<file path="config.mk">
export PLATFORM = sky130hd
export DESIGN_NAME = afc_parser
export DESIGN_NICKNAME = d
export VERILOG_FILES = /design/src/hw/rtl/afc_pkg.sv /design/src/hw/rtl/afc_parser.sv
export SDC_FILE = /design/constraint.sdc
export NUM_CORES = 1
export LEC_CHECK = 0
export ABC_AREA = 1
export BUFFER_PORTS_ARGS = -buffer_cell sky130_fd_sc_hd__buf_4
export CORE_UTILIZATION = 30
export DETAILED_ROUTE_END_ITERATION = 16
export SLEW_MARGIN = 20
export SYNTH_ARGS = -nofsm -noshare
export SYNTH_HDL_FRONTEND = slang
export SYNTH_SLANG_ARGS = --single-unit
</file>
<file path="constraint.sdc">
create_clock -name clk -period 7 [get_ports clk]
set_clock_uncertainty 0.15 [all_clocks]
set_input_delay 1.05 -clock clk [delete_from_list [all_inputs] [get_ports clk]]
set_output_delay 1.05 -clock clk [all_outputs]
set_load 0.005 [all_outputs]
</file>
<file path="src/hw/rtl/afc_pkg.sv">
// Shared types and constants for the ASCII frame checker.
package afc_pkg;

  localparam logic [2:0] PH_HUNT = 3'd0;
  localparam logic [2:0] PH_SIZE = 3'd1;
  localparam logic [2:0] PH_SEQ  = 3'd2;
  localparam logic [2:0] PH_TYPE = 3'd3;
  localparam logic [2:0] PH_DATA = 3'd4;
  localparam logic [2:0] PH_PAR  = 3'd5;

  localparam logic [2:0] V_ACCEPT    = 3'd0;
  localparam logic [2:0] V_OLD       = 3'd1;
  localparam logic [2:0] V_NACK      = 3'd2;
  localparam logic [2:0] V_CTRL      = 3'd3;
  localparam logic [2:0] V_MALFORMED = 3'd4;

  localparam logic [7:0] START_MARK = 8'h7E;
  localparam logic [7:0] DIGIT_ZERO = 8'h30;
  localparam logic [7:0] DIGIT_NINE = 8'h39;

  localparam logic REG_ACK  = 1'b0;
  localparam logic REG_NACK = 1'b1;

  typedef struct packed {
    logic       is_verdict;
    logic [7:0] payload_byte;
    logic [2:0] verdict;
    logic [9:0] frame_sequence;
    logic [6:0] frame_type;
  } result_t;

  typedef struct packed {
    logic [6:0] ack_type_code;
    logic [6:0] nack_type_code;
  } cfg_t;

endpackage

</file>
<file path="src/hw/rtl/afc_parser.sv">
// Input byte register and frame parsing state for the ASCII frame checker.
module afc_parser #(
  parameter int SEQ_MODULUS = 256
) (
  input  logic             clk,
  input  logic             rst,
  input  logic             in_valid,
  output logic             in_stall,
  input  logic [7:0]       rx_byte,
  input  afc_pkg::cfg_t    cfg,
  input  logic             out_free,
  output logic             res_valid,
  output afc_pkg::result_t res
);

  localparam logic [8:0] SEQ_WRAP = 9'(SEQ_MODULUS);

  logic       byte_vld;
  logic [7:0] byte_q;
  logic       proc;

  logic [2:0] phase;
  logic [6:0] position;
  logic [6:0] payload_length;
  logic [9:0] sequence_value;
  logic [6:0] type_value;
  logic [7:0] running_xor;
  logic [9:0] parity_value;
  logic       bad_digit;
  logic [7:0] expected_sequence;

  logic [2:0] phase_next;
  logic [6:0] position_next;
  logic [6:0] payload_length_next;
  logic [9:0] sequence_value_next;
  logic [6:0] type_value_next;
  logic [7:0] running_xor_next;
  logic [9:0] parity_value_next;
  logic       bad_digit_next;
  logic [7:0] expected_sequence_next;

  logic       is_digit;
  logic [3:0] dval;
  logic [6:0] position_inc;
  logic [8:0] exp_inc;

  assign proc     = byte_vld && out_free;
  assign in_stall = byte_vld && !out_free;

  always_ff @(posedge clk) begin
    if (rst) begin
      byte_vld <= 1'b0;
    end else if (!in_stall) begin
      byte_vld <= in_valid;
    end
  end

  always_ff @(posedge clk) begin
    if (in_valid && !in_stall) begin
      byte_q <= rx_byte;
    end
  end

  assign is_digit     = (byte_q >= afc_pkg::DIGIT_ZERO) && (byte_q <= afc_pkg::DIGIT_NINE);
  assign dval         = is_digit ? 4'(byte_q - afc_pkg::DIGIT_ZERO) : 4'd0;
  assign position_inc = position + 7'd1;
  assign exp_inc      = {1'b0, expected_sequence} + 9'd1;

  always_comb begin
    phase_next             = phase;
    position_next          = position;
    payload_length_next    = payload_length;
    sequence_value_next    = sequence_value;
    type_value_next        = type_value;
    running_xor_next       = running_xor;
    parity_value_next      = parity_value;
    bad_digit_next         = bad_digit;
    expected_sequence_next = expected_sequence;
    res_valid              = 1'b0;
    res.is_verdict         = 1'b0;
    res.payload_byte       = 8'd0;
    res.verdict            = afc_pkg::V_ACCEPT;
    res.frame_sequence     = sequence_value;
    res.frame_type         = type_value;

    case (phase)
      afc_pkg::PH_HUNT: begin
        if (byte_q == afc_pkg::START_MARK) begin
          phase_next          = afc_pkg::PH_SIZE;
          position_next       = 7'd0;
          payload_length_next = 7'd0;
          sequence_value_next = 10'd0;
          type_value_next     = 7'd0;
          running_xor_next    = 8'd0;
          parity_value_next   = 10'd0;
          bad_digit_next      = 1'b0;
        end
      end
      afc_pkg::PH_SIZE: begin
        running_xor_next    = running_xor ^ byte_q;
        payload_length_next = 7'(10'(payload_length) * 10'd10 + 10'(dval));
        bad_digit_next      = bad_digit || !is_digit;
        if (position_inc >= 7'd2) begin
          position_next = 7'd0;
          phase_next    = afc_pkg::PH_SEQ;
        end else begin
          position_next = position_inc;
        end
      end
      afc_pkg::PH_SEQ: begin
        running_xor_next    = running_xor ^ byte_q;
        sequence_value_next = 10'(14'(sequence_value) * 14'd10 + 14'(dval));
        bad_digit_next      = bad_digit || !is_digit;
        if (position_inc >= 7'd3) begin
          position_next = 7'd0;
          phase_next    = afc_pkg::PH_TYPE;
        end else begin
          position_next = position_inc;
        end
      end
      afc_pkg::PH_TYPE: begin
        if (position == 7'd0 || payload_length != 7'd0) begin
          running_xor_next = running_xor ^ byte_q;
        end
        type_value_next = 7'(10'(type_value) * 10'd10 + 10'(dval));
        bad_digit_next  = bad_digit || !is_digit;
        if (position_inc >= 7'd2) begin
          position_next = 7'd0;
          phase_next    = (payload_length != 7'd0) ? afc_pkg::PH_DATA : afc_pkg::PH_PAR;
        end else begin
          position_next = position_inc;
        end
      end
      afc_pkg::PH_DATA: begin
        if ({1'b0, position} + 8'd1 < {1'b0, payload_length}) begin
          running_xor_next = running_xor ^ byte_q;
        end
        res_valid        = byte_vld;
        res.payload_byte = byte_q;
        if (position_inc >= payload_length) begin
          position_next = 7'd0;
          phase_next    = afc_pkg::PH_PAR;
        end else begin
          position_next = position_inc;
        end
      end
      afc_pkg::PH_PAR: begin
        parity_value_next = 10'(14'(parity_value) * 14'd10 + 14'(dval));
        bad_digit_next    = bad_digit || !is_digit;
        if (position_inc < 7'd3) begin
          position_next = position_inc;
        end else begin
          position_next  = 7'd0;
          phase_next     = afc_pkg::PH_HUNT;
          res_valid      = byte_vld;
          res.is_verdict = 1'b1;
          if (bad_digit_next) begin
            res.verdict = afc_pkg::V_MALFORMED;
          end else if (sequence_value != {2'd0, expected_sequence}) begin
            res.verdict = afc_pkg::V_OLD;
          end else if (parity_value_next != {2'd0, running_xor}) begin
            res.verdict = afc_pkg::V_NACK;
          end else if (type_value == cfg.ack_type_code ||
                       type_value == cfg.nack_type_code) begin
            res.verdict = afc_pkg::V_CTRL;
          end else begin
            res.verdict            = afc_pkg::V_ACCEPT;
            expected_sequence_next = (exp_inc == SEQ_WRAP) ? 8'd0 : exp_inc[7:0];
          end
        end
      end
      default: begin
        phase_next    = afc_pkg::PH_HUNT;
        position_next = 7'd0;
      end
    endcase
  end

  always_ff @(posedge clk) begin
    if (rst) begin
      phase             <= afc_pkg::PH_HUNT;
      position          <= 7'd0;
      payload_length    <= 7'd0;
      sequence_value    <= 10'd0;
      type_value        <= 7'd0;
      running_xor       <= 8'd0;
      parity_value      <= 10'd0;
      bad_digit         <= 1'b0;
      expected_sequence <= 8'd0;
    end else if (proc) begin
      phase             <= phase_next;
      position          <= position_next;
      payload_length    <= payload_length_next;
      sequence_value    <= sequence_value_next;
      type_value        <= type_value_next;
      running_xor       <= running_xor_next;
      parity_value      <= parity_value_next;
      bad_digit         <= bad_digit_next;
      expected_sequence <= expected_sequence_next;
    end
  end

endmodule

</file>
[After elaboration in Yosys (flattened, before gate mapping)]
Cells that the tools add are included.
Cells by class
  add/subtract/negate cells: 8
  multipliers: 4
  order comparisons: 7
  equality and inequality tests: 19
  mux-type cells: 38
  bitwise operators: 6
  reduce and logical (&&, ||, !) cells: 31
Operators by type and width (number)
  $mux 8: 5
  $pmux 10 s2: 2
  $mux 7: 5
  $pmux 7 s5: 1
  $pmux 8 s4: 1
  $pmux 7 s2: 2
  $mux 3: 9
  $add 10x4->10: 2
  $mul 10x3->9 const B: 2
  $ne 10x8->1: 2
  $pmux 3 s6: 1
  $ne 2x2->1 const B: 8
  $reduce_and 3->1: 5
  $add 7x4->7: 2
  $eq 7x7->1: 2
  $ge 7x2->1 const B: 2
  $mul 7x3->6 const B: 2
  $reduce_and 7->1: 2
  $mux 10: 1
  $reduce_bool 2->1: 5
  $add 8x1->9 const B: 1
  $eq 9x9->1 const B: 1
  $add 7x1->8 const B: 1
  $eq 8x7->1 const B: 1
  other kinds (27): 48
Storage, ports and cells
  flip-flop bits (word level): 70
  logic and storage cells: 124

[Depth between registers and ports, before layout]
Gate-level depths: netlist of run 1.
  depth after elaboration: 10
  depth in mapped cells: 22
  mapped depth without buffers: 22

[Worst setup path before layout of run 1]
No wires, ideal clock.
  kind: flip-flop to output port
  start point: reg byte_q[3]
  end point: out res[18] (netlist name)
  data arrival time: 2.669 ns
  data required time: 5.800 ns
  path slack: 3.131 ns
  stages on the path, launching flop included: 18
  buffers on the path: 0
  cells stage by stage: edfxtp_1 > nand2_1 > nand3_1 > nor2_1 > inv_1 > nor2_1 > ha_1 > fa_1 > xor2_1 > nand2b_1 > nor2_1 > nand2_1 > nor2_1 > nand2_1 > nor2_4 > nand3_2 > nand2_1 > inv_1
RTL lines
  from (decl): RTL line afc_parser.sv:19  | logic [7:0] byte_q;
  from (signal assigned): RTL line afc_parser.sv:60  | byte_q <= rx_byte;
  to (decl): RTL line afc_parser.sv:13  | output afc_pkg::result_t res

==> results of run 1 <==
metal layers:
metal	GRT usage, %	part of all wire, %
met1	20.2	48
met2	26.3	46
met3	3.07	4.3
met4	5.25	1.8
met5	0	0
worst min-delay path, stage by stage, from the launching register on:
cell,delay (ns)
dfxtp_1,0.31
nand2_1,0.06
a21oi_1,0.05
area by class of cell:
type / instances / area share [%]
Sequential cell: 69 / 22.4
Clock inverter: 7 / 1.51
Timing Repair Buffer: 56 / 6.43
Tap cell: 229 / 4.38
Clock buffer: 9 / 3.45
Multi-Input combinational cell: 612 / 55.5
Inverter: 111 / 6.38
stage by stage:
step	area, um^2	total power [W]	hold WS [ns]	setup slack (ns)
2_1_floorplan	5550	0.000434	0.283	3.13
3_3_place_gp	6210	0.000453	0.304	2.60
3_5_place_dp	6210	0.000453	0.308	2.51
4_1_cts	6540	0.000958	0.317	2.14
5_1_grt	6540	0.000977	0.353	1.76
6_report	6540	0.000945	0.313	2.18
kinds of logic (layout without fill, tap and decap cells):
family,count (synthesis),in the layout,synth area share (%)
buf+inv,120,183,8.30
compound gates,107,107,10.7
flops,69,69,26.3
simple gates,401,401,33.0
xor+xnor,42,42,6.63
fa+ha+maj,62,62,15.1
power by group through the flow:
stage / logic (W) / clock network (W) / registers (W)
final: 0.0000379 / 0.000501 / 0.000406
after global routing: 0.0000422 / 0.000529 / 0.000406
after CTS: 0.0000385 / 0.000513 / 0.000406
after detailed placement: 0.0000384 / 0 / 0.000415
after global placement: 0.0000380 / 0 / 0.000415
after floorplan: 0.0000201 / 0 / 0.000414
synthesized netlist by cell type, types with 3 or more instances:
library cell  number
o21ai_0           17
inv_2              7
xor2_1            22
o21ai_1            3
a211oi_1           5
nor3_1            17
fa_1               8
or2_2              5
nand4_1            9
nand3_2            3
dfxtp_1           61
a31oi_1            3
nand2_2           10
nor2_4             5
edfxtp_1           8
nand3_1           61
nor2_2             7
ha_1              54
clkinv_1           3
nor2_1            72
inv_1            101
a21oi_1           66
nand3b_1           8
xnor2_1           20
clkbuf_1           5
nand2_1          196
final timing paths:
path / start / to
hold / removal: payload_length[6] / payload_length[6]
setup / recovery: byte_q[3] / res[18]
setup reg to reg: byte_q[3] / expected_sequence[5]
hold reg to reg: payload_length[6] / payload_length[6]
state kept, by name, indices dropped and copies added, names as in the netlist:
signal	flops
bad_digit	1
byte_q	8
byte_vld	1
expected_sequence	8
parity_value	9
payload_length	7
phase	3
position	7
running_xor	8
sequence_value	10
type_value	7
==> flow_metrics.py, run 1 <==
metrics = {
    "sta": {
        "period_share_pct": 68.8,
        "rsz0062_at_grt": "no",
        "finalSetupViolations": 0,
        "worst_pin_slew_ns": 0.605,
        "max_slew_margin_pct": 59.5,
        "drv_slew": 0,
        "period_minus_slack_ns": 4.82,
        "fmax_mhz": 208,
        "finalHoldViolCount": 0,
        "setup-tns-final_ns": 0,
    },
    "setup_path": {
        "path_class": "flip-flop to output pin",
        "path_cells": "nand2_1 -> nand3_1 -> nor2_1 -> inv_1 -> nor2_1 -> ha_1 -> fa_1 -> xor2_1 -> nand2b_1 -> nor2_1 -> nand2_1 -> nor2_1 -> nand2_1 -> nor2_4 -> nand3_2 -> nand2_1 -> inv_1 -> buf_4",
        "regToRegSetupSlack_ns": 3.43,
        "crit_path_max_fanout": 7,
        "critical_path_arrival_ns": 3.62,
        "critPathSlowestCell": "fa_1",
        "worst-path-buf-inv": 3,
        "critical-path-top-delay-family": "simple AND/OR/NAND/NOR gates",
        "end_kind": "output pin",
        "cp.depth": 18,
        "reg2regPathDepth": 17,
        "worstSetupStartpointType": "flip-flop",
        "worstPathRequired_ns": 5.80,
        "cpPeakStageDelay_ns": 0.47,
    },
    "die": {
        "die_area_mm2": 0.0190,
        "start_util_pct": 30.8,
        "io_pins": 57,
        "core_area_mm2": 0.0180,
        "die_height_um": 138,
        "die_w_um": 138,
        "rows": 49,
    },
    "place": {
        "dp_hpwl_um": 11000,
        "dp_cells": 1077,
        "place.gp.congestion": 0.880,
        "portBuffers": 56,
    },
    "logic_synthesis": {
        "synthFlopType": "dfxtp_1",
        "yosysSeqAreaShare_pct": 26.3,
        "synthesis.nets": 889,
        "yosys.area.top_type": "dfxtp_1",
        "synth-seq-cells": 69,
        "synthTopCellsByArea": "dfxtp_1 (22%), nand2_1 (13%), ha_1 (12%)",
        "syn_avg_cell_area_um2": 6.93,
        "synthArstFlopShare_pct": 0,
        "yosysWarnings": 0,
        "synth-edff-count": 8,
        "postSynthCellCount": 801,
        "synth_top_cell_area_share_pct": 22.0,
        "synth.distinct_cells": 44,
        "netlist_area_mm2": 0.00555,
    },
    "global_routing": {
        "grt-ovfl-total": 0,
        "grt_pass1_wl_um": 23300,
        "grt_max_degree": 45,
        "grt_pass1_vias": 4862,
        "track_usage_pct": 15.8,
        "antenna_found_initial": 0,
    },
    "power_and_ir_drop": {
        "p_sw_w": 0.000212,
        "p_sw_share_pct": 22.4,
        "cellLeakagePower_nw": 3.17,
        "pwr-share-clk_pct": 53.0,
        "p_per_area_mw_per_mm2": 145,
        "internal_power_w": 0.000733,
        "combPwrFrac_pct": 4.0,
        "vdd_drop_max_uv": 100,
        "power_frac_seq_pct": 43.0,
    },
    "cells_and_area": {
        "fin_util_pct": 36.3,
        "final_cell_mix": "nand2_1 (196), inv_1 (101), nor2_1 (72), a21oi_1 (66)",
        "final_common_cell": "nand2_1",
        "area_growth_pct": 17.8,
        "final-seq-area_mm2": 0.00146,
        "layout-drive-gt1-share_pct": 13.4,
        "multi_input_area_mm2": 0.00363,
        "diodes": 0,
        "final_cells": 1093,
        "finalNetCount": 947,
        "nFillCells": 1910,
    },
    "outcome": {
        "status": "finished clean",
    },
    "cts": {
        "clock_sink_count": 69,
        "tritoncts": "done",
        "numCtsBuffers": 9,
        "clk_path_buf_depth": 2,
        "clk_latency_ns": 0.34,
        "path_clk_slew_ns": 0.06,
        "cts_resized": 0,
        "htree_levels": 3,
        "cts_hold_buf": 0,
        "root_buffer": "clkbuf_16",
        "post_cts_buffers": 0,
    },
    "routing": {
        "drtPass1Iterations": 5,
        "antenna_left": 0,
        "wl_um": 13900,
        "drc": 0,
        "vias": 5195,
        "vias_per_cell": 4.75,
        "wl_per_cell_um": 12.7,
        "drt_iter0_drc": 240,
    },
    "job": {
        "maxCapViolCount": 0,
    },
    "worst_hold_path": {
        "hold_path_class": "flip-flop to flip-flop",
        "whs_path_depth": 2,
    },
}
Note: power is estimated with default switching activity, not from simulation.
==> run 2: changes to the inputs <==
Clock period 7 ns to 4.17 ns, I/O delays scaled along.
==> run 2 against run 1 <==
- non-clock buffer count increased by 6
- count of clock-buffer cells in the layout increased by 1
- global-route usage decreased by 0.37 points
- critical endpoint unchanged
==> flow_metrics.py, run 2 (synthesis results as in run 1) <==
metrics = {
    "outcome": {
        "status": "finished clean",
    },
    "routing": {
        "vias_per_cell": 4.72,
        "drtPass1Iterations": 5,
        "wl_per_cell_um": 12.5,
        "vias": 5186,
        "antenna_left": 0,
        "wl_um": 13800,
        "drc": 0,
        "drt_iter0_drc": 277,
    },
    "place": {
        "dpl_worst_slack_ns": 0.364,
        "dp_hpwl_um": 10900,
        "place.gp.congestion": 0.896,
        "portBuffers": 56,
    },
    "sta": {
        "worst_pin_slew_ns": 0.637,
        "finalSetupViolations": 0,
        "setup_ws_ns": 0.210,
        "drv_slew": 0,
        "max_slew_margin_pct": 57.3,
        "setup-tns-final_ns": 0,
        "fmax_mhz": 253,
        "finalHoldViolCount": 0,
        "hold_ws_ns": 0.314,
        "period_share_pct": 95.0,
        "period_minus_slack_ns": 3.96,
        "rsz0062_at_grt": "no",
    },
    "cts": {
        "clk_path_buf_depth": 2,
        "tritoncts": "done",
        "path_clk_slew_ns": 0.06,
        "clock_sink_count": 69,
        "numCtsBuffers": 9,
        "root_buffer": "clkbuf_16",
        "cts_hold_buf": 0,
        "htree_levels": 3,
        "clk_latency_ns": 0.34,
    },
    "cells_and_area": {
        "layout-drive-gt1-share_pct": 14.7,
        "area_growth_pct": 18.8,
        "largest-register": "sequence_value",
        "nFillCells": 1909,
        "largest_reg_flops": 10,
        "final_common_cell": "nand2_1",
        "finalNetCount": 953,
        "diodes": 0,
        "reg.largest.list": "sequence_value (10), parity_value (9)",
        "final_cell_mix": "nand2_1 (196), inv_1 (100), nor2_1 (70), a21oi_1 (65), buf_4 (62)",
    },
    "die": {
        "die_height_um": 138,
        "start_util_pct": 30.8,
        "io_pins": 57,
        "core_area_mm2": 0.0180,
        "die_area_mm2": 0.0190,
        "die_w_um": 138,
        "rows": 49,
    },
    "setup_path": {
        "end_kind": "output pin",
        "critical_path_arrival_ns": 3.18,
        "crit_path_max_fanout": 5,
        "path_class": "flip-flop to output pin",
        "reg2regPathDepth": 18,
        "worstSetupStartpointType": "flip-flop",
        "worstPathRequired_ns": 3.39,
    },
    "power_and_ir_drop": {
        "cellLeakagePower_nw": 3.20,
        "vdd_drop_max_uv": 173,
        "p_per_area_mw_per_mm2": 232,
    },
    "global_routing": {
        "grt_max_degree": 45,
        "track_usage_pct": 15.4,
        "grt_pass1_wl_um": 22800,
        "grt_pass1_vias": 4808,
        "grt-ovfl-total": 0,
        "antenna_found_initial": 0,
    },
    "worst_hold_path": {
        "whs_path_depth": 2,
        "hold_path_class": "flip-flop to flip-flop",
    },
    "job": {
        "maxCapViolCount": 0,
    },
}
## run 2: metrics by stage
step / instance area (um^2) / utilization, % / total power [W] / cells
floorplan: 5550 / - / 0.000729 / 801
global placement: 6230 / 34.6 / 0.000759 / 1080
detailed placement: 6230 / 34.6 / 0.000760 / 1080
CTS: 6540 / 36.3 / 0.00155 / 1096
global route: 6590 / 36.6 / 0.00158 / 1099
finish: 6590 / 36.6 / 0.00153 / 1099
## run 2: repair_timing
item                       CTS  global route
gates resized for setup      0             9
setup buffers                0             3
hold endpoints to repair     0             0
setup endpoints to repair    0             2
## run 2: routing by layer
| layer | up-vias | routed length (um) | share of wire, % | track usage (%) |
|---|---|---|---|---|
| li1 | 2741 | - | - | - |
| met1 | 2331 | 6480 | 47 | 19.6 |
| met2 | 93 | 6500 | 47 | 25.7 |
| met3 | 21 | 483 | 3.5 | 2.63 |
| met4 | 0 | 312 | 2.3 | 6.10 |
| met5 | - | 0 | 0 | 0 |
## run 2: power by group
part	internal (W)	switching (W)
Sequential	0.000678	0.00000379
Combinational	0.0000285	0.0000375
Clock	0.000478	0.000307
## run 2: area by class of cell
cell class,count,area (um^2),share of cell area [%]
Clock inverter,6,62.6,0.949
Inverter,111,417,6.32
Clock buffer,10,239,3.62
Multi-Input combinational cell,612,3660,55.5
Sequential cell,69,1460,22.2
Timing Repair Buffer,62,465,7.06
Tap cell,229,287,4.35
## run 2: final timing paths
kind	slack, ns	endpoint	startpoint
setup / recovery	0.21	res[18]	byte_q[3]
hold / removal	0.31	payload_length[6]	payload_length[6]
setup reg to reg	0.93	expected_sequence[1]	byte_q[3]
hold reg to reg	0.31	payload_length[6]	payload_length[6]
## run 2: worst max-delay path, stage by stage (launching register included)
cell,delay (ns)
edfxtp_1,0.42
nand2_1,0.11
nand3_1,0.09
nor2_2,0.18
inv_2,0.08
nor2_4,0.11
ha_4,0.16
fa_1,0.42
xor2_1,0.17
nand2b_1,0.14
nor2_1,0.11
nand2_1,0.06
nor2_1,0.10
nand2_1,0.10
nor2_4,0.19
nand3_4,0.12
nand2_1,0.10
inv_1,0.04
buf_4,0.12
